`src/sv/dvp_pkg.sv`:
```
// Shared types and constants for the drum voice pool engine.
package dvp_pkg;

  localparam int VOICE_SLOTS = 64;
  localparam int ADDR_BITS   = 24;
  localparam int IDX_W       = $clog2(VOICE_SLOTS);
  localparam int CNT_W       = $clog2(VOICE_SLOTS + 1);

  localparam logic [23:0] ADDR_MASK = 24'((64'(1) << ADDR_BITS) - 64'(1));

  localparam logic CMD_TRIGGER = 1'b0;
  localparam logic CMD_TICK    = 1'b1;

  typedef struct packed {
    logic        cmd;
    logic [23:0] sample_start;
    logic [23:0] sample_len;
    logic [3:0]  out_channel;
    logic [3:0]  choke_group;
    logic [6:0]  velocity;
    logic        stereo;
    logic        apply_choke;
  } in_item_t;

  typedef struct packed {
    logic        active;
    logic [23:0] fetch_addr;
    logic [3:0]  mix_channel;
    logic [6:0]  gain_code;
    logic        two_plane;
    logic        last;
  } out_item_t;

  typedef struct packed {
    logic [23:0] start;
    logic [23:0] length;
    logic [23:0] position;
    logic [3:0]  channel;
    logic [3:0]  choke;
    logic [6:0]  velocity;
    logic        stereo;
  } voice_t;

  typedef struct packed {
    logic shift;
    logic wr;
  } cell_ctl_t;

endpackage

```
`src/sv/dvp_cell.sv`:
```
// One voice slot of the pool chain: loads from its upper neighbor or a write.
module dvp_cell (
  input  logic               clk_i,
  input  dvp_pkg::cell_ctl_t ctl_i,
  input  dvp_pkg::voice_t    nxt_i,
  input  dvp_pkg::voice_t    wr_data_i,
  output dvp_pkg::voice_t    voice_o
);

  dvp_pkg::voice_t voice_q;

  always_ff @(posedge clk_i) begin
    if (ctl_i.wr) begin
      voice_q <= wr_data_i;
    end else if (ctl_i.shift) begin
      voice_q <= nxt_i;
    end
  end

  assign voice_o = voice_q;

endmodule

```
`config.mk`:
```
export PLATFORM = sky130hd
export DESIGN_NAME = dvp_cell
export DESIGN_NICKNAME = d
export VERILOG_FILES = /design/src/sv/dvp_pkg.sv /design/src/sv/dvp_cell.sv
export SDC_FILE = /design/constraint.sdc
export NUM_CORES = 1
export LEC_CHECK = 0
export ABC_CLOCK_PERIOD_IN_PS = 3500
export BUFFER_PORTS_ARGS = -buffer_cell sky130_fd_sc_hd__buf_4
export CAP_MARGIN = 20
export CELL_PAD_IN_SITES_DETAIL_PLACEMENT = 1
export CELL_PAD_IN_SITES_GLOBAL_PLACEMENT = 1
export CORE_MARGIN = 8
export CORE_UTILIZATION = 31
export DETAILED_ROUTE_END_ITERATION = 8
export PLACE_DENSITY = 0.86
export SETUP_SLACK_MARGIN = 0.1
export SLEW_MARGIN = 20
export SYNTH_ARGS = -nofsm -noshare
export SYNTH_HDL_FRONTEND = slang
export SYNTH_SLANG_ARGS = --single-unit
```
`constraint.sdc`:
```
create_clock -name clk_i -period 3.5 [get_ports clk_i]
set_input_delay 0.175 -clock clk_i [delete_from_list [all_inputs] [get_ports clk_i]]
set_output_delay 0.175 -clock clk_i [all_outputs]
set_load 0.05 [all_outputs]
```
# Word-level counts from Yosys, hierarchy flattened

Index checks and enable logic that the tools add are counted.

$add $sub $neg: 0
$mul: 0
Divide/modulo/power cells: 0
Magnitude comparators: 0
Eq/ne operators: 0
Shifts and indexed selects: 0
Muxes and demuxes: 2
Bitwise operators: 0
Reduce and logical (&&, ||, !) cells: 1

Operators with widths:

| kind               | number |
|---|---|
| two-way mux 88 bit | 2 |
| nonzero test 2 bit | 1 |

Flip-flop bits (word level): 88
Latch bits: 0
Bits in writable memories: 0
Memory bits (read-only): 0
Input bits: 179
Output and inout bits: 88
Logic and storage cells: 10
Memories kept: 0

# Longest topological paths before layout

Depth after elaboration: 2
Gate-level depth with buffers: 4
Depth with buffers taken out: 1

# Worst setup path before layout

No wires, ideal clock.

Kind: input-to-reg
From: input port ctl_i[0] (netlist name)
To: register voice_q (netlist bit voice_o[0]) (enable)
Setup time: 452 ps
Arrival: 2529 ps
Setup slack: 519 ps
Stages: 4
Path through: buf_6 > buf_6 > buf_6 > or2_1

Word-level cells in the longest chain between the ends: 1

Ends and longest elaborated chain:

| what                         | line           | source |
|---|---|---|
| from (decl)                  | dvp_cell.sv:4  | `input dvp_pkg::cell_ctl_t ctl_i,` |
| nonzero test 2 bit (no line) | --             |  |
| to (signal assigned)         | dvp_cell.sv:14 | `voice_q <= wr_data_i;` |
| to (signal assigned)         | dvp_cell.sv:16 | `voice_q <= nxt_i;` |
| to (decl)                    | dvp_cell.sv:10 | `dvp_pkg::voice_t voice_q;` |

No other way between the ends.
A chain may end at the register's enable or synchronous reset.

# Worst setup path in the final report

From: input port ctl_i[0] (netlist name)
To: register voice_q (netlist bit voice_o[36]), data pin

Word-level cells in the longest chain between the ends: 1

Ends and longest elaborated chain:

| what               | line           | source |
|---|---|---|
| two-way mux 88 bit | dvp_cell.sv:13 | `if (ctl_i.wr) begin` |

No other way between the ends.

==> flow_summary.yaml <==
synth:
  synth_top_area_cell: "edfxtp_1"
  ys_ff_latch: 88
  synth.most_common_cell: "edfxtp_1"
  synth-edff-count: 88
  synthDistinctLibCells: 6
  syn_area_um2: 3740
  yosysWarnings: 0
  syn_nets: 366
  ys_seq_area_share_pct: 70.6
  avgSynthCellArea_um2: 20.0
  yosysTopAreaCellShare_pct: 70.6
  async_flop_share_pct: 0
  synth_cells: 187
  synth_commonest_cells: "edfxtp_1, mux2_2, mux2_4"
  synthTopCellsByArea: "edfxtp_1, mux2_2, mux2_4"
  synth_flop_cell: "edfxtp_1"
clock_network:
  cts_post_setup_buffers_inserted: 0
  clockRootBuffer: "clkbuf_16"
  holdBufCountCts: 0
  htree_levels: 3
  cts.clk_slew.worst_paths_ns: 0.06
  cts_buffers: 9
  clkSinkCount: 88
  post_cts_resized: 0
  cts.path.max_buffers: 2
  cts_tree: "built"
floorplan:
  start_util_pct: 31.4
  ios: 267
  fp.dieW_um: 126
  die_y_um: 126
  num_rows: 40
  die_area_um2: 15800
  coreArea_um2: 11900
critical_path:
  cpMaxStageDelayCell: "buf_4"
  cp-start-kind: "input port"
  cpMostUsedCell: "buf_4"
  end_kind: "flip-flop"
  crit_family: "buffers and inverters"
  critPathMaxFanout: 55
  cp.arrival_ns: 1.67
  timing.critical_path.buf_inv: 2
  required_ns: 3.59
  slowest_delay_ns: 0.66
  cp_cell_sequence: "buf_4, buf_4, mux2_2"
  critPathKind: "in -> reg"
global_routing:
  grt_max_degree: 89
  grt_pass1_wl_um: 18400
  grt_use_total_pct: 15.5
  overflow: 0
  grt_antenna_before_repair: 0
  grt_pass1_vias: 3183
pwr:
  p_comb_share_pct: 28.5
  p_seq_share_pct: 42.1
  p_switching_uw: 973
  p_int_uw: 2190
  ir_worst_vdd_v: 0.000233
  p_leak_uw: 0.00271
  switching_share_pct: 30.8
  p_clk_share_pct: 29.4
  p_per_area_nw_per_um2: 512
timing:
  relSlewSlack_pct: 53.1
  finalSetupTns_ns: 0
  worst_hold_slack_ns: 0.137
  fmax_mhz: 630
  layout_min_cycle_time_ns: 1.59
  hold_viol: 0
  period_share_pct: 45.3
  drv_slew: 0
  rsz0062_at_grt: "no"
  worstMarginPinSlew_ns: 0.703
  finalSetupViolCount: 0
routing:
  vias_per_cell: 4.52
  antenna_violating_nets_post_route: 0
  drtIter0Drc: 122
  routed_wirelength_um: 12500
  via_count: 2748
  wire_per_inst_um: 20.6
  drcViolationCount: 0
  first_pass_iters: 3
flow_run:
  drv_cap: 0
layout:
  final_cell_count_no_fill: 608
  final_util_pct: 51.8
  largest_reg_flops: 88
  antenna_cells: 0
  nets: 635
  layout-drive-gt1-share_pct: 80.0
  areaGrowthSynthToFinish_pct: 64.7
  finish.instance_area_um2: 6160
min_path:
  min-delay-path-class: "in -> reg"
place:
  gp_congestion: 0.776
  hpwl_um: 10000
  dp_cells: 591
  placed_area_um2: 5860
  portBuffers: 266
outcome:
  run_status: "finished clean"
kinds of logic (layout without fill, tap and decap cells):
kind of cell / Yosys count / count (layout) / share of synthesized area, %
muxes: 88 / 88 / 27.4
DFF: 88 / 88 / 70.6
buffers and inverters: 10 / 284 / 1.84
and+or+nand+nor: 1 / 1 / 0.167
cells in the final DEF, fill, tap and decap left out:
| master | count |
|---|---|
| mux2_4 | 9 |
| buf_12 | 1 |
| edfxtp_1 | 88 |
| clkbuf_1 | 2 |
| or2_4 | 1 |
| clkbuf_16 | 9 |
| mux2_2 | 79 |
| buf_4 | 267 |
| clkinv_1 | 2 |
| clkinv_2 | 2 |
| bufinv_16 | 1 |
power groups by stage:
| stage | Sequential (uW) | Clock, uW | Combinational (uW) |
|---|---|---|---|
| 2_1_floorplan | 1770 | 0 | 123 |
| 5_1_grt | 1340 | 990 | 934 |
| 4_1_cts | 1330 | 951 | 907 |
| 3_5_place_dp | 1360 | 0 | 905 |
| 6_report | 1330 | 929 | 899 |
| 3_3_place_gp | 1350 | 0 | 891 |
metrics by stage:
stage	worst slack, ns	total power [uW]
2_1_floorplan	0.519	1890
3_3_place_gp	1.48	2240
3_5_place_dp	1.42	2260
4_1_cts	1.79	3190
5_1_grt	1.82	3270
6_report	1.91	3160
worst paths after layout:
check | startpoint | end | slack (ns) | cells after the start
worst max-delay path | ctl_i[0] | voice_o[36]$_DFFE_PP_ | 1.91 | 3
worst min-delay path | nxt_i[61] | voice_o[61]$_DFFE_PP_ | 0.14 | 2
area by class of cell:
cell class	instances	area [um2]
clock buffer	11	233
clock inverter	5	47.5
fill	1216	5750
multi-input combinational	89	1030
sequential	88	2640
tap	147	184
timing repair buffer	268	2020
layer usage:
metal / routed length [um] / GRT usage (%) / vias to the layer above
met5: 0 / 0 / -
met1: 4300 / 14.9 / 1300
met3: 1210 / 6.71 / 21
li1: - / - / 1274
met2: 6660 / 27.8 / 153
met4: 328 / 7.71 / 0
Note: power is estimated with default switching activity, not from simulation.
